[config.mk]
export PLATFORM = sky130hd
export DESIGN_NAME = crc_checked_frame_receiver
export DESIGN_NICKNAME = d
export VERILOG_FILES = /design/src/cfcr_pkg.sv /design/src/cfcr_crc_unit.sv /design/src/crc_checked_frame_receiver.sv
export SDC_FILE = /design/constraint.sdc
export NUM_CORES = 1
export LEC_CHECK = 0
export ABC_AREA = 1
export BUFFER_PORTS_ARGS = -buffer_cell sky130_fd_sc_hd__buf_2
export CAP_MARGIN = 20
export CORE_ASPECT_RATIO = 2
export CORE_UTILIZATION = 55
export CTS_CLUSTER_DIAMETER = 200
export DETAILED_ROUTE_END_ITERATION = 16
export PLACE_DENSITY_LB_ADDON = 0.12
export RECOVER_POWER = 50
export SYNTH_ARGS = -nofsm -noshare
export SYNTH_HDL_FRONTEND = slang
export SYNTH_HIERARCHICAL = 1
export SYNTH_SLANG_ARGS = --single-unit
[constraint.sdc]
create_clock -name clk -period 3.44 [get_ports clk]
set_input_delay 0.516 -clock clk [delete_from_list [all_inputs] [get_ports clk]]
set_output_delay 0.516 -clock clk [all_outputs]
set_load 0.01 [all_outputs]
[src/cfcr_pkg.sv]
package cfcr_pkg;

  localparam int DATA_FIELD_LEN = 250;
  localparam int MAX_FRAME_LEN  = 255;

  // Frame positions of the header fields.
  localparam logic [7:0] POS_TYPE    = 8'd1;
  localparam logic [7:0] POS_CRC_LO  = 8'd3;
  localparam logic [7:0] POS_CRC_HI  = 8'd4;
  localparam logic [7:0] POS_DATA    = 8'd5;
  localparam logic [8:0] POS_DATA_END = 9'(5 + DATA_FIELD_LEN);
  localparam logic [7:0] POS_MAX     = 8'(MAX_FRAME_LEN);
  localparam logic [7:0] DATA_LEN    = 8'(DATA_FIELD_LEN);
  localparam logic [7:0] COLOUR_LEN  = 8'd3;

  localparam logic [15:0] CRC_POLY = 16'h1021;
  localparam logic [15:0] CRC_INIT = 16'hFFFF;

  localparam logic [7:0] START_RESET  = 8'hFF;
  localparam logic [7:0] END_RESET    = 8'h0A;
  localparam logic [7:0] COLOUR_RESET = 8'h03;

  localparam logic [1:0] REG_START_MARKER   = 2'd0;
  localparam logic [1:0] REG_END_MARKER     = 2'd1;
  localparam logic [1:0] REG_COLOUR_COMMAND = 2'd2;

  typedef struct packed {
    logic init;   // restart the remainder at the initial value
    logic load;   // load a new byte into the shifter
    logic step;   // process one bit, MSB first
  } crc_ctl_t;

endpackage

[src/cfcr_crc_unit.sv]
module cfcr_crc_unit
  import cfcr_pkg::*;
(
  input  logic        clk,
  input  logic        rst_n,
  input  crc_ctl_t    ctl,
  input  logic [7:0]  data_in,
  output logic [15:0] crc
);

  logic [15:0] crc_r, crc_nxt;
  logic [7:0]  sr_r, sr_nxt;
  logic        fb;

  // After eight steps the shifter is all zeros, so padding bytes need no reload.
  always_comb begin
    fb      = crc_r[15] ^ sr_r[7];
    crc_nxt = crc_r;
    sr_nxt  = sr_r;
    if (ctl.step) begin
      crc_nxt = {crc_r[14:0], 1'b0} ^ (fb ? CRC_POLY : 16'h0000);
      sr_nxt  = {sr_r[6:0], 1'b0};
    end
    if (ctl.init) begin
      crc_nxt = CRC_INIT;
    end
    if (ctl.load) begin
      sr_nxt = data_in;
    end
  end

  always_ff @(posedge clk) begin
    if (!rst_n) begin
      crc_r <= CRC_INIT;
      sr_r  <= 8'h00;
    end else begin
      crc_r <= crc_nxt;
      sr_r  <= sr_nxt;
    end
  end

  assign crc = crc_r;

endmodule

[src/crc_checked_frame_receiver.sv]
// Header bytes and ignored bytes are taken without holding off input. After a
// data byte, input waits while the shared bit-serial CRC unit takes one CRC bit
// per cycle. Closing a frame feeds one zero padding byte per missing data byte
// (up to 250) to the CRC, then writes the result register once the output is free.
// A finished result waits in the output register while new bytes are taken.
// Synchronous active-low reset restores the marker registers and clears colour.
module crc_checked_frame_receiver
  import cfcr_pkg::*;
(
  input  logic        clk,
  input  logic        rst_n,
  // in_tdata: rx_byte[7:0]
  input  logic [7:0]  in_tdata,
  input  logic        in_tvalid,
  output logic        in_tready,
  // out_tdata: frame_kind[7:0], crc_match[8], overrun[9], colour_loaded[10],
  //            red_level[18:11], green_level[26:19], blue_level[34:27], zero[39:35]
  output logic [39:0] out_tdata,
  output logic        out_tvalid,
  input  logic        out_tready,
  input  logic        cfg_valid,
  output logic        cfg_ready,
  input  logic [1:0]  cfg_index,
  input  logic [7:0]  cfg_data
);

  typedef enum logic [1:0] {S_IDLE, S_STEP, S_DONE, S_OVR} state_t;

  state_t      state_r, state_nxt;
  logic [7:0]  start_r, end_r, cmd_r;
  logic        open_r, open_nxt;
  logic [7:0]  pos_r, pos_nxt;
  logic [15:0] rcrc_r, rcrc_nxt;
  logic [7:0]  type_r, type_nxt;
  logic [7:0]  col0_r, col1_r, col2_r, col0_nxt, col1_nxt, col2_nxt;
  logic [23:0] colour_r, colour_nxt;
  logic [2:0]  bit_r, bit_nxt;
  logic [7:0]  pad_r, pad_nxt;
  logic        closing_r, closing_nxt;
  logic        out_valid_r, out_valid_nxt;
  logic [39:0] out_data_r, out_data_nxt;

  logic        accept, opening, eff_open, is_close, is_data, out_free, load;
  logic [7:0]  p, done_cnt, pad_cnt, cidx;
  logic [15:0] crc;
  crc_ctl_t    ctl;

  assign in_tready = (state_r == S_IDLE);
  assign accept    = in_tvalid && in_tready;
  assign opening   = !open_r && (in_tdata == start_r);
  assign eff_open  = open_r || opening;
  assign p         = open_r ? pos_r : 8'd0;
  assign is_close  = (in_tdata == end_r);
  assign is_data   = (p >= POS_DATA) && ({1'b0, p} < POS_DATA_END);
  assign cidx      = p - POS_DATA;
  assign out_free  = !out_valid_r || out_tready;
  assign load      = (type_r == cmd_r);

  always_comb begin
    if (p < POS_DATA) begin
      done_cnt = 8'd0;
    end else if ((p - (POS_DATA - 8'd1)) > DATA_LEN) begin
      done_cnt = DATA_LEN;
    end else begin
      done_cnt = p - (POS_DATA - 8'd1);
    end
    pad_cnt = DATA_LEN - done_cnt;
  end

  assign ctl.init = accept && opening;
  assign ctl.load = accept && eff_open && is_data;
  assign ctl.step = (state_r == S_STEP);

  cfcr_crc_unit u_crc (
    .clk     (clk),
    .rst_n   (rst_n),
    .ctl     (ctl),
    .data_in (in_tdata),
    .crc     (crc)
  );

  always_comb begin
    state_nxt     = state_r;
    open_nxt      = open_r;
    pos_nxt       = pos_r;
    rcrc_nxt      = rcrc_r;
    type_nxt      = type_r;
    col0_nxt      = col0_r;
    col1_nxt      = col1_r;
    col2_nxt      = col2_r;
    colour_nxt    = colour_r;
    bit_nxt       = bit_r;
    pad_nxt       = pad_r;
    closing_nxt   = closing_r;
    out_valid_nxt = out_valid_r && !out_tready;
    out_data_nxt  = out_data_r;

    case (state_r)
      S_IDLE: begin
        if (accept && eff_open) begin
          if (opening) begin
            rcrc_nxt = 16'h0000;
            type_nxt = 8'h00;
            col0_nxt = 8'h00;
            col1_nxt = 8'h00;
            col2_nxt = 8'h00;
          end
          if (p == POS_TYPE) begin
            type_nxt = in_tdata;
          end
          if (p == POS_CRC_LO) begin
            rcrc_nxt[7:0] = in_tdata;
          end
          if (p == POS_CRC_HI) begin
            rcrc_nxt[15:8] = in_tdata;
          end
          if (is_data && (cidx < COLOUR_LEN)) begin
            case (cidx[1:0])
              2'd0:    col0_nxt = in_tdata;
              2'd1:    col1_nxt = in_tdata;
              default: col2_nxt = in_tdata;
            endcase
          end
          bit_nxt = 3'd0;
          if (is_close) begin
            open_nxt    = 1'b0;
            pos_nxt     = 8'd0;
            closing_nxt = 1'b1;
            if (is_data) begin
              state_nxt = S_STEP;
              pad_nxt   = pad_cnt;
            end else if (pad_cnt != 8'd0) begin
              // The first padding byte starts right away.
              state_nxt = S_STEP;
              pad_nxt   = pad_cnt - 8'd1;
            end else begin
              state_nxt = S_DONE;
            end
          end else if (p >= POS_MAX) begin
            open_nxt  = 1'b0;
            pos_nxt   = 8'd0;
            state_nxt = S_OVR;
          end else begin
            open_nxt    = 1'b1;
            pos_nxt     = p + 8'd1;
            closing_nxt = 1'b0;
            pad_nxt     = 8'd0;
            if (is_data) begin
              state_nxt = S_STEP;
            end
          end
        end
      end
      S_STEP: begin
        bit_nxt = bit_r + 3'd1;
        if (bit_r == 3'd7) begin
          if (pad_r != 8'd0) begin
            pad_nxt = pad_r - 8'd1;
          end else begin
            state_nxt = closing_r ? S_DONE : S_IDLE;
          end
        end
      end
      S_DONE: begin
        if (out_free) begin
          if (load) begin
            colour_nxt = {col0_r, col1_r, col2_r};
          end
          out_valid_nxt = 1'b1;
          out_data_nxt  = {5'd0,
                           load ? {col2_r, col1_r, col0_r}
                                : {colour_r[7:0], colour_r[15:8], colour_r[23:16]},
                           load, 1'b0, (crc == rcrc_r), type_r};
          state_nxt     = S_IDLE;
        end
      end
      S_OVR: begin
        if (out_free) begin
          out_valid_nxt = 1'b1;
          out_data_nxt  = {5'd0, colour_r[7:0], colour_r[15:8], colour_r[23:16],
                           1'b0, 1'b1, 1'b0, 8'h00};
          state_nxt     = S_IDLE;
        end
      end
      default: begin
        state_nxt = S_IDLE;
      end
    endcase
  end

  always_ff @(posedge clk) begin
    if (!rst_n) begin
      state_r     <= S_IDLE;
      open_r      <= 1'b0;
      pos_r       <= 8'd0;
      rcrc_r      <= 16'h0000;
      type_r      <= 8'h00;
      col0_r      <= 8'h00;
      col1_r      <= 8'h00;
      col2_r      <= 8'h00;
      colour_r    <= 24'h000000;
      bit_r       <= 3'd0;
      pad_r       <= 8'd0;
      closing_r   <= 1'b0;
      out_valid_r <= 1'b0;
      start_r     <= START_RESET;
      end_r       <= END_RESET;
      cmd_r       <= COLOUR_RESET;
    end else begin
      state_r     <= state_nxt;
      open_r      <= open_nxt;
      pos_r       <= pos_nxt;
      rcrc_r      <= rcrc_nxt;
      type_r      <= type_nxt;
      col0_r      <= col0_nxt;
      col1_r      <= col1_nxt;
      col2_r      <= col2_nxt;
      colour_r    <= colour_nxt;
      bit_r       <= bit_nxt;
      pad_r       <= pad_nxt;
      closing_r   <= closing_nxt;
      out_valid_r <= out_valid_nxt;
      if (cfg_valid) begin
        case (cfg_index)
          REG_START_MARKER:   start_r <= cfg_data;
          REG_END_MARKER:     end_r   <= cfg_data;
          REG_COLOUR_COMMAND: cmd_r   <= cfg_data;
          default: ;
        endcase
      end
    end
  end

  always_ff @(posedge clk) begin
    out_data_r <= out_data_nxt;
  end

  assign cfg_ready  = 1'b1;
  assign out_tvalid = out_valid_r;
  assign out_tdata  = out_data_r;

endmodule

Yosys cells after proc, flatten, opt, wreduce, memory -nomap -nowiden
Index checks and enable logic that the tools add are counted.

Register bits: 184. Latch bits: 0. Memory bits (writable): 0. Memory bits (read-only): 0. Output and inout port bits: 43. Memories kept: 0.

Add/subtract/negate cells: 7. Multipliers: 0. Divide/modulo/power cells: 0. $lt $le $gt $ge: 6. Equality and inequality tests: 25. Shift operators: 0. Mux-type cells: 53. Bitwise operators: 3. Reduce and logical (&&, ||, !) cells: 40.

Operator list (count): two-way mux 8 bit (27); two-way mux 40 bit (2); one-hot mux 40 bit (2 select lines) (1); equality test 8 bit (3); two-way mux 24 bit (1); two-way mux 2 bit (10); AND reduction 3 bit (6); equality test 16 bit (1); two-way mux 16 bit (1); one-hot mux 8 bit (2 select lines) (1); nonzero test 8 bit (2); subtractor 8 x 1 -> 8 bit, second input constant (2); subtractor 8 x 3 -> 8 bit, second input constant (2); XOR 16 bit (1); two-way mux 13 bit (1); nonzero test 2 bit (6); AND reduction 2 bit (5); adder 8 x 1 -> 8 bit, second input constant (1); equality test 8 x 1 -> 1 bit, second input constant (1); equality test 8 x 2 -> 1 bit, second input constant (1); equality test 8 x 3 -> 1 bit, second input constant (1); >= comparator 8 x 3 -> 1 bit, second input constant (1); >= comparator 8 bit, second input constant (1); > comparator 8 bit, second input constant (1); 26 further kinds (55).

Depth between registers and ports, before layout
Gate-level depths: netlist of run 1.

Word-level depth: 12. Depth in mapped cells: 24.

Hierarchy
The synthesis of run 1 kept the hierarchy.

Modules (own cells, without submodules): crc_checked_frame_receiver (times used 1, cells an instance 996, area each 7534.7 um^2); cfcr_crc_unit (times used 1, cells an instance 125, area each 973.4 um^2).

Worst setup path before layout of run 1
Ideal clock, no wire load.

Path kind: in2reg. Start point: input out_tready. End point: register colour_r[10]. Library setup time: 70 ps. Arrival time: 2953 ps. Data required time: 3370 ps. Slack: 417 ps. Cell stages on the path: 6. Cell sequence: nor2_1 -> nor2_1 -> nand4_1 -> clkbuf_1 -> clkbuf_1 -> a21oi_1.

Word-level cells in the longest chain between the ends: 2.

RTL lines: from (decl) (line crc_checked_frame_receiver.sv:20) `input logic out_tready,`; logical OR 1 bit (line crc_checked_frame_receiver.sv:56) `assign out_free = !out_valid_r || out_tready;`; AND reduction 3 bit (no source line); to (signal assigned) (line crc_checked_frame_receiver.sv:218) `colour_r <= colour_nxt;`; to (decl) (line crc_checked_frame_receiver.sv:36) `logic [23:0] colour_r, colour_nxt;`.

No other way between the ends. A chain may end at the register's enable or synchronous reset.

Worst setup path after layout of run 1
Start point: input rst_n. End point: register u_crc.crc_r[15], in the netlist u_crc/crc[15].

Word-level cells in the longest chain between the ends: 2.

RTL lines: from (decl) (line crc_checked_frame_receiver.sv:11) `input logic rst_n,`; NOT 1 bit (no source line); OR reduction 2 bit (no source line); to (signal assigned) (line cfcr_crc_unit.sv:37) `crc_r <= crc_nxt;`; to (decl) (line cfcr_crc_unit.sv:11) `logic [15:0] crc_r, crc_nxt;`.

No other way between the ends.

==> flow_summary.ini, run 1 <==
[cts]
cts-root-to-sink-buffers = 2
cts.clk_slew.worst_paths_ps = 60
tritoncts_num_sinks = 179
post-cts-setup-buffers = 0
clock_latency_ps = 430
root_buffer = sky130_fd_sc_hd__clkbuf_16
htree_levels = 4
cts_tree = done
cts_buf_count = 17

[final_layout]
final_nets = 1242
num-fill-cells = 1426
fin_util_pct = 64.1
area_growth_pct = 14.6
finish.cell_count_without_fillers = 1413
diodes = 0
drive_gt1_share_pct = 11.4

[sta]
timing_worst_slew_pin_value_ps = 1850
period_share_pct = 88.2
final.min_clock_period_ps = 3030
rsz0062_at_grt = false
maxSlewViolCount = 123
timing.max_slew.rel_slack_pct = -23.2
final_sum_of_negative_setup_slack_ps = 0
peak_freq_mhz = 330
hold_viol = 0
worst_clock_skew_ps = 9.92
setup_viol = 0
final.hold.worst_slack_ps = 346

[power]
power_per_cell_area_mw_per_mm2 = 457
lkg_pwr_nw = 4.01
worst_ir_drop_vdd_v = 0.000353
power_w = 0.00446

[placed_design]
detailedPlacementHpwl_um = 15600
port-buffer-count = 59
globalplace.congestion = 0.889
place_inst = 1381

[global_route]
grtUsageTotal_pct = 26.9
via_count_of_the_first_global_routing_pass = 7091
antenna_found_initial = 0
grt_max_degree = 50
grt_first_pass_wirelength_um = 33500
overflow = 0

[route]
drt-wirelength-per-cell_um = 14.9
antenna_violating_nets_post_route = 0
met1Wirelength_um = 7560
routed-wl-met3_um = 534
dr.pass1.iters = 5
num_vias = 7474
remaining_drc_errors = 0
avgViaCountPerCell = 5.29
top_signal_layer_used = met4
dr_wl_met2_um = 11900
drt_iter0_drc = 370
drt_wl_total_um = 21000

[synthesis]
synth_top_cell_area_share_pct = 33.9
netlist_area_mm2 = 0.00851
ys_ff_latch = 179
synth_flop_cell = sky130_fd_sc_hd__dfxtp_1
synth_edf_count = 35
synth_sequential_area_ratio_pct = 46.2
yosys_warnings = 6
cell_accounting_for_the_most_synthesized_area = sky130_fd_sc_hd__dfxtp_1
postSynth.asyncResetShare_pct = 0
post_synth_inst_count = 1121
synth_area_per_cell_um2 = 7.59
yosys-top-cells-count = sky130_fd_sc_hd__nand2_1, sky130_fd_sc_hd__dfxtp_1, sky130_fd_sc_hd__a21oi_1
synth_most_common_cell = sky130_fd_sc_hd__nand2_1
most_area_consuming_cells_after_synthesis = sky130_fd_sc_hd__dfxtp_1, sky130_fd_sc_hd__nand2_1, sky130_fd_sc_hd__edfxtp_1
library_cells_used_by_synthesis = 42

[worst_hold_path]
hp-class = input port to flop

[floorplanning]
starting_utilization_of_the_core_area_pct = 55.9
coreArea_mm2 = 0.0152
die-area_mm2 = 0.0160
die-height_um = 178
die-width_um = 89.9
num_rows = 64
ios = 66

[status]
run_status = complete, but fails checks
failed_checks = max-capacitance violations, max-slew violations

[critical_path]
crit_required_ps = 3740
crit_path_end_kind = flop
worst_setup_path_start_kind = input port
worst-endpoint-arrival_ps = 3340
critPathKind = input port to flop
critPathMaxFanout = 37

[flow_run]
cap_viol_max_count = 3
[report_power, final]
group	internal, W	switching, W	leakage [nW]	total (W)
combinational	0.0000452	0.0000919	2.20	0.000137
sequential	0.00214	0.0000105	1.49	0.00215
clock	0.00135	0.000814	0.320	0.00217
[cell usage in the layout, fill, tap and decap left out, types with 3 or more instances in the layout]
master,count
sky130_fd_sc_hd__inv_1,96
sky130_fd_sc_hd__o21ai_0,81
sky130_fd_sc_hd__nand4_1,20
sky130_fd_sc_hd__xor2_1,18
sky130_fd_sc_hd__nand2_2,13
sky130_fd_sc_hd__ha_1,17
sky130_fd_sc_hd__buf_4,35
sky130_fd_sc_hd__o21ai_1,7
sky130_fd_sc_hd__nor3_1,21
sky130_fd_sc_hd__nand2_4,4
sky130_fd_sc_hd__nand3_2,4
sky130_fd_sc_hd__clkbuf_1,43
sky130_fd_sc_hd__edfxtp_1,35
sky130_fd_sc_hd__nor2_1,87
sky130_fd_sc_hd__buf_2,22
sky130_fd_sc_hd__or2_2,10
sky130_fd_sc_hd__nand3_1,59
sky130_fd_sc_hd__nor2_2,4
sky130_fd_sc_hd__nor4_1,4
sky130_fd_sc_hd__nor2_4,6
sky130_fd_sc_hd__inv_2,3
sky130_fd_sc_hd__clkinv_1,5
sky130_fd_sc_hd__dfxtp_1,143
sky130_fd_sc_hd__conb_1,6
sky130_fd_sc_hd__a21oi_1,106
sky130_fd_sc_hd__xnor2_1,12
sky130_fd_sc_hd__nand3b_1,8
sky130_fd_sc_hd__clkbuf_16,17
sky130_fd_sc_hd__clkbuf_8,3
sky130_fd_sc_hd__bufinv_16,5
sky130_fd_sc_hd__nand2_1,298
[cell families (layout without fill, tap and decap cells)]
kind of cell | Yosys count | in the layout | share of synthesized area [%]
AOI/OAI and AO/OA | 204 | 204 | 12.2
xor gates and xnor gates | 30 | 30 | 3.09
adders and majority gates | 17 | 17 | 2.50
buffers and inverters | 147 | 237 | 7.34
DFF | 179 | 179 | 46.2
other | 2 | 6 | 0.0883
and+or+nand+nor | 542 | 542 | 28.5
[through the flow]
stage,area (um^2),setup WS (ps)
after floorplan,8520,417
after global placement,9160,195
after detailed placement,9160,91.4
after CTS,9820,76.3
after global routing,9750,54.3
final,9750,405
[cell type report]
cell class                      instances  area [um^2]  share of cell area, %
Inverter                              106          403                   4.13
Sequential cell                       179         3940                   40.4
Multi-Input combinational cell        799         3960                   40.7
Clock inverter                         11          196                   2.02
Clock buffer                           21          470                   4.83
Tap cell                              198          248                   2.54
Timing Repair Buffer                   99          531                   5.44
[per-layer routing]
metal	GRT usage (%)	up-vias
met3	3.98	69
met2	54.3	161
met5	0	-
met1	25.0	3441
met4	16.1	0
li1	-	3803
[path summary, 6_finish.rpt]
check                   start            end  slack (ps)  depth (start not counted)
setup / recovery        rst_n  u_crc/crc[15]         410                          6
hold / removal    cfg_data[0]       cmd_r[0]         350                          3
setup reg to reg       open_r       pad_r[7]         420                         24
hold reg to reg   colour_r[1]    colour_r[1]         450                          2
[registers in the layout, summed over array words and instances (netlist names)]
signal / count
rcrc_r: 16
col1_r: 8
state_r: 2
col2_r: 8
u_crc/sr_r: 8
open_r: 1
cmd_r: 8
u_crc/crc: 16
pos_r: 8
colour_r: 24
pad_r: 8
end_r: 8
col0_r: 8
bit_r: 3
closing_r: 1
start_r: 8
out_tdata: 35
out_tvalid: 1
type_r: 8
[worst max-delay path: stages]
cell                       delay (ps)
sky130_fd_sc_hd__clkbuf_1        1160
sky130_fd_sc_hd__clkinv_1         210
sky130_fd_sc_hd__nor2_1           870
sky130_fd_sc_hd__clkinv_1         300
sky130_fd_sc_hd__a21oi_1          170
sky130_fd_sc_hd__o21ai_0           90
[repair_timing]
| item | 4_1_cts | 5_1_grt |
|---|---|---|
| hold endpoints to repair | 0 | 0 |
| setup endpoints to repair | 0 | 9 |
| resized for setup | 0 | 2 |
| hold buffers | 0 | 0 |
No activity file was read; power rests on OpenSTA's default activity.
==> run 2, diff against run 1 <==
- CORE_UTILIZATION: 55 -> 54
- clock period: 3.44 -> 2.7 ns (I/O delays scaled with it)
==> run 2 against run 1 <==
  * The flow finishes with violations (negative setup slack)
  * Design area increased by 7.4%
  * Final cell count up 3.8%
  * Power rose by 24%
  * Register-to-register slack got worse by 490 ps
  * Clock power rose by 20%
  * Utilization increased by 4.0 points
  * Non-clock buffer count up 54
  * Wire length grew 3.9%
  * Count of clock-buffer cells in the layout down 1
  * Worst hold slack got worse by 98 ps
  * Critical endpoint is now pad_r[3]
==> flow_summary.ini, run 2 (same netlist as run 1, synthesis figures left out) <==
[power]
power_w = 0.00553
lkg_pwr_nw = 4.28
worst_ir_drop_vdd_v = 0.000338
power_per_cell_area_mw_per_mm2 = 528

[global_route]
grt_max_degree = 50
grtUsageMet3_pct = 4.44
peak_usage_layer_in_the_global_routing_report = met2
grt_first_pass_wirelength_um = 35000
grtUsageTotal_pct = 27.3
met1_layer_usage_reported_by_global_route_pct = 26.1
overflow = 0
via_count_of_the_first_global_routing_pass = 7397
grt_use_met2_pct = 53.1
antenna_found_initial = 0

[cts]
root_buffer = sky130_fd_sc_hd__clkbuf_16
tritoncts_num_sinks = 179
cts_buf_count = 17
cts-root-to-sink-buffers = 2
cts_tree = done
clock_latency_ps = 430
htree_levels = 4
cts.clk_slew.worst_paths_ps = 70

[floorplanning]
starting_utilization_of_the_core_area_pct = 55.3
num_rows = 64
coreArea_mm2 = 0.0154
ios = 66
die-width_um = 90.8
die-area_mm2 = 0.0163
die-height_um = 180

[route]
remaining_drc_errors = 0
avgViaCountPerCell = 5.31
antenna_violating_nets_post_route = 0
drt-wirelength-per-cell_um = 14.9
drt_iter0_drc = 310
drt_wl_total_um = 21800
num_vias = 7796
dr.pass1.iters = 6

[sta]
worst_clock_skew_ps = 7.12
setup_viol = 8
maxSlewViolCount = 0
period_share_pct = 103
rsz0062_at_grt = true
final_sum_of_negative_setup_slack_ps = -332
hold_viol = 0
worst_slack_ps = -73.2
final.min_clock_period_ps = 2770
timing_worst_slew_pin_value_ps = 846
peak_freq_mhz = 361
timing.max_slew.rel_slack_pct = 43.6
final.hold.worst_slack_ps = 248

[final_layout]
layout_commonest_cell = sky130_fd_sc_hd__nand2_1
layout_common_cells = sky130_fd_sc_hd__nand2_1, sky130_fd_sc_hd__dfxtp_1, sky130_fd_sc_hd__a21oi_1, sky130_fd_sc_hd__inv_1, sky130_fd_sc_hd__buf_4
num-fill-cells = 1336
multiInputGateArea_mm2 = 0.00426
area_growth_pct = 23.1
drive_gt1_share_pct = 19.6
final_nets = 1296
seq_area_mm2 = 0.00394
diodes = 0
design_area_mm2 = 0.0105
largest_register_ff_count = 35

[placed_design]
detailedPlacementHpwl_um = 15800
port-buffer-count = 59
globalplace.congestion = 0.913
place_area_mm2 = 0.00952
dp_slack_ps = -224

[status]
run_status = complete, but fails checks
failed_checks = negative setup slack

[critical_path]
worst_setup_path_start_kind = flop
crit_required_ps = 3070
critPathMaxFanout = 7
crit_path_end_kind = flop
worst-endpoint-arrival_ps = 3140
critPathKind = flop to flop

[worst_hold_path]
hp-class = input port to flop

[flow_run]
cap_viol_max_count = 0
-- run 2: cell types whose count changed in the layout (fill, tap and decap cells not counted), sizes merged --
cell      change
buf          +58
bufinv        -1
clkbuf        -5
clkinv        -2
clkinvlp      +3
inv           +1
-- run 2: area by class of cell --
cell class,instances,area share (%)
Clock buffer,20,4.27
Clock inverter,12,1.71
Inverter,106,3.85
Multi-Input combinational cell,799,40.7
Sequential cell,179,37.6
Tap cell,198,2.37
Timing Repair Buffer,153,9.45
-- run 2: per-layer routing --
| layer | part of all wire [%] | wire (um) |
|---|---|---|
| met3 | 3.2 | 690 |
| met5 | 0 | 0 |
| met1 | 36 | 7760 |
| met4 | 4.7 | 1030 |
| met2 | 57 | 12400 |
-- run 2: worst max-delay path, stage by stage, from the launching register on --
cell	delay, ps
sky130_fd_sc_hd__dfxtp_4	400
sky130_fd_sc_hd__buf_12	160
sky130_fd_sc_hd__o21ai_1	160
sky130_fd_sc_hd__nand2_1	90
sky130_fd_sc_hd__nand2_1	80
sky130_fd_sc_hd__nand2_2	70
sky130_fd_sc_hd__nor2_4	110
sky130_fd_sc_hd__nand3_4	100
sky130_fd_sc_hd__a21oi_4	240
sky130_fd_sc_hd__inv_2	80
sky130_fd_sc_hd__ha_4	180
sky130_fd_sc_hd__nor2_4	100
sky130_fd_sc_hd__nand2_2	80
sky130_fd_sc_hd__nand2_2	70
sky130_fd_sc_hd__nand2_2	70
sky130_fd_sc_hd__nor2_4	100
sky130_fd_sc_hd__nand3_2	90
sky130_fd_sc_hd__nand2_2	90
sky130_fd_sc_hd__nand2_4	80
sky130_fd_sc_hd__buf_6	130
sky130_fd_sc_hd__nand3b_1	70
sky130_fd_sc_hd__nand2_1	50
sky130_fd_sc_hd__nor2_1	100
-- run 2: report_power, final --
part / switching (W) / total, W / internal, W / leakage, nW
logic: 0.000119 / 0.000179 / 0.0000598 / 2.51
registers: 0.0000142 / 0.00274 / 0.00273 / 1.49
clock network: 0.00103 / 0.00261 / 0.00157 / 0.287
total: 0.00117 / 0.00553 / 0.00436 / 4.28
-- run 2: through the flow --
step                utilization, %  instances
global placement              61.9       1425
floorplan                        -       1125
detailed placement            61.9       1425
global route                  68.1       1467
finish                        68.1       1467
CTS                           67.5       1465
-- run 2: worst paths after layout --
| check | slack (ps) | startpoint | cells after the start | to |
|---|---|---|---|---|
| max | -70 | open_r | 22 | pad_r[3] |
| min | 250 | cfg_data[4] | 3 | start_r[4] |
| max reg2reg | -70 | open_r | 22 | pad_r[3] |
| min reg2reg | 450 | colour_r[5] | 2 | colour_r[5] |
-- run 2: what timing repair did --
item,4_1_cts,5_1_grt
resized for setup,47,37
endpoints found under the setup margin,10,10
pin swaps,29,24
gates cloned,1,0
buffers inserted,7,2
hold buffers,0,0
==> run 3, diff against run 2 <==
- BUFFER_PORTS_ARGS: -buffer_cell sky130_fd_sc_hd__buf_2 -> -buffer_cell sky130_fd_sc_hd__clkbuf_2
==> run 3 against run 2 <==
  * The flow still finishes with violations (negative setup slack)
  * Critical path type unchanged
  * Maximum frequency down 1.9%
  * Design area about the same
  * Sequential power about the same
  * Clock skew up 6.1 ps
  * Final cell count about the same
  * Register-to-register slack worse by 50 ps
  * First-iteration DRC count up 7.4%
  * Non-clock buffer count up 1
  * Highest routed layer unchanged
  * Setup slack worse by 54 ps
==> flow_summary.ini, run 3 (same netlist as run 1, synthesis figures left out) <==
[critical_path]
crit_path_end_kind = flop
worst_path_dominant_cell_family = simple AND/OR/NAND/NOR gates
worst-path-stages = 23
critical-path-max-stage-delay_ps = 390
critical-path-slowest-cell = sky130_fd_sc_hd__dfxtp_4
critPathKind = flop to flop
crit_top_cell = sky130_fd_sc_hd__nand2_2
critPathMaxFanout = 6
worst-endpoint-arrival_ps = 3190
worst-r2r-setup-slack_ps = -130
rr_worst_depth = 23
worstSetupStartpoint = open_r
crit_chain = buf_12 > nand2_8 > buf_6 > nand3_4 > nand2_2 > nand2_2 > nor2_4 > nand3_4 > a21oi_4 > inv_2 > ha_4 > nor2_4 > nand2_2 > nand2_2 > nand2_2 > nor2_4 > nand3_2 > nand2_2 > nand2_4 > buf_6 > nand3b_1 > nand2_1 > nor2_1
critPathBufInv = 4
regToRegStartpoint = open_r
worst_setup_path_start_kind = flop
crit_required_ps = 3070
worstReg2RegEnd = pad_r[0]
endpoint = pad_r[0]

[cts]
tritoncts_num_sinks = 179
cts-hold-fix-buffers = 0
cts_buf_count = 17
root_buffer = sky130_fd_sc_hd__clkbuf_16
htree_levels = 4
cts.clk_slew.worst_paths_ps = 60
cts-root-to-sink-buffers = 2
clock_latency_ps = 430
cts_tree = done

[status]
failed_checks = negative setup slack
run_status = complete, but fails checks

[route]
drt-wirelength-per-cell_um = 14.9
drt_iter0_drc = 333
avgViaCountPerCell = 5.30
dr.pass1.iters = 5
num_vias = 7785
antenna_violating_nets_post_route = 0
drt_wl_total_um = 21900
remaining_drc_errors = 0

[final_layout]
layout_common_cells = sky130_fd_sc_hd__nand2_1, sky130_fd_sc_hd__dfxtp_1, sky130_fd_sc_hd__a21oi_1, sky130_fd_sc_hd__inv_1, sky130_fd_sc_hd__buf_4
largest_register_ff_count = 35
drive_gt1_share_pct = 19.3
diodes = 0
area_growth_pct = 23.1
fin_util_pct = 68.1
layout_commonest_cell = sky130_fd_sc_hd__nand2_1
final_nets = 1297
design_area_mm2 = 0.0105

[global_route]
overflow = 0
grt_first_pass_wirelength_um = 35600
grtUsageMet3_pct = 3.38
grtUsageTotal_pct = 27.6
grt_use_met2_pct = 54.5
peak_usage_layer_in_the_global_routing_report = met2
met1_layer_usage_reported_by_global_route_pct = 26.0
via_count_of_the_first_global_routing_pass = 7601
antenna_found_initial = 0
grt_max_degree = 62

[floorplanning]
die-width_um = 90.8
num_rows = 64
starting_utilization_of_the_core_area_pct = 55.3
die-height_um = 180
die-area_mm2 = 0.0163
coreArea_mm2 = 0.0154
ios = 66

[sta]
timing_worst_slew_pin_value_ps = 1220
hold_viol = 0
timing.max_slew.rel_slack_pct = 18.9
worst_clock_skew_ps = 13.3
period_share_pct = 105
maxSlewViolCount = 0
rsz0062_at_grt = true
setup_viol = 10
final_sum_of_negative_setup_slack_ps = -905
worst_slack_ps = -127
peak_freq_mhz = 354
final.min_clock_period_ps = 2830

[flow_run]
cap_viol_max_count = 0

[placed_design]
globalplace.congestion = 0.881
port-buffer-count = 59
detailedPlacementHpwl_um = 15900
place_area_mm2 = 0.00954

[worst_hold_path]
hp-class = input port to flop

[power]
power_per_cell_area_mw_per_mm2 = 532
power_w = 0.00557
lkg_pwr_nw = 4.35
worst_ir_drop_vdd_v = 0.000446
==> run 3: cell type report <==
class / instances / area [um^2]
Tap cell: 198 / 248
Multi-Input combinational cell: 799 / 4240
Fill cell: 1349 / 4900
Inverter: 106 / 405
Clock inverter: 12 / 175
Sequential cell: 179 / 3940
Clock buffer: 20 / 467
Timing Repair Buffer: 154 / 1000
==> run 3: through the flow <==
stage / std cells / hold WS, ps / worst slack (ps)
floorplan: 1125 / 425 / 16.7
global placement: 1426 / 432 / -149
detailed placement: 1426 / 436 / -249
CTS: 1464 / 227 / -10.6
global route: 1468 / 255 / -306
finish: 1468 / 243 / -127
==> run 3: what timing repair did <==
action / CTS / global route
endpoints found under the setup margin: 10 / 10
setup buffers: 5 / 5
pin swaps: 10 / 22
cloned: 1 / 0
gates resized for setup: 49 / 24
==> run 3: worst register-to-register path, cell delays in order (launching register included) <==
cell and delay, ps:
sky130_fd_sc_hd__dfxtp_4 390, sky130_fd_sc_hd__buf_12 150, sky130_fd_sc_hd__nand2_8 80, sky130_fd_sc_hd__buf_6 100, sky130_fd_sc_hd__nand3_4 80, sky130_fd_sc_hd__nand2_2 90
sky130_fd_sc_hd__nand2_2 60, sky130_fd_sc_hd__nor2_4 130, sky130_fd_sc_hd__nand3_4 90, sky130_fd_sc_hd__a21oi_4 270, sky130_fd_sc_hd__inv_2 100, sky130_fd_sc_hd__ha_4 180
sky130_fd_sc_hd__nor2_4 90, sky130_fd_sc_hd__nand2_2 70, sky130_fd_sc_hd__nand2_2 60, sky130_fd_sc_hd__nand2_2 80, sky130_fd_sc_hd__nor2_4 130, sky130_fd_sc_hd__nand3_2 90
sky130_fd_sc_hd__nand2_2 100, sky130_fd_sc_hd__nand2_4 70, sky130_fd_sc_hd__buf_6 140, sky130_fd_sc_hd__nand3b_1 80, sky130_fd_sc_hd__nand2_1 50, sky130_fd_sc_hd__nor2_1 110
==> run 3: where the power goes <==
part | total [W] | switching, W | internal (W)
clock | 0.00265 | 0.00102 | 0.00162
combinational | 0.000181 | 0.000120 | 0.0000611
sequential | 0.00274 | 0.0000132 | 0.00273
total | 0.00557 | 0.00116 | 0.00442
==> run 3: per-layer routing <==
| metal | up-vias | part of all wire (%) | wire length (um) |
|---|---|---|---|
| li1 | 3916 | - | - |
| met1 | 3601 | 35 | 7650 |
| met2 | 189 | 57 | 12600 |
| met3 | 79 | 2.7 | 596 |
| met4 | 0 | 4.9 | 1080 |
| met5 | - | 0 | 0 |
==> run 3: how the worst min path moves through the flow <==
stage | from | end | slack [ps] | cells after the start
detailed placement | colour_r[10] | colour_r[10] | 440 | 2
finish | cfg_data[1] | cmd_r[1] | 240 | 3
global placement | colour_r[6] | colour_r[6] | 430 | 2
CTS | cfg_data[1] | cmd_r[1] | 230 | 3
global route | cfg_data[1] | cmd_r[1] | 260 | 3
floorplan | colour_r[10] | colour_r[10] | 420 | 2
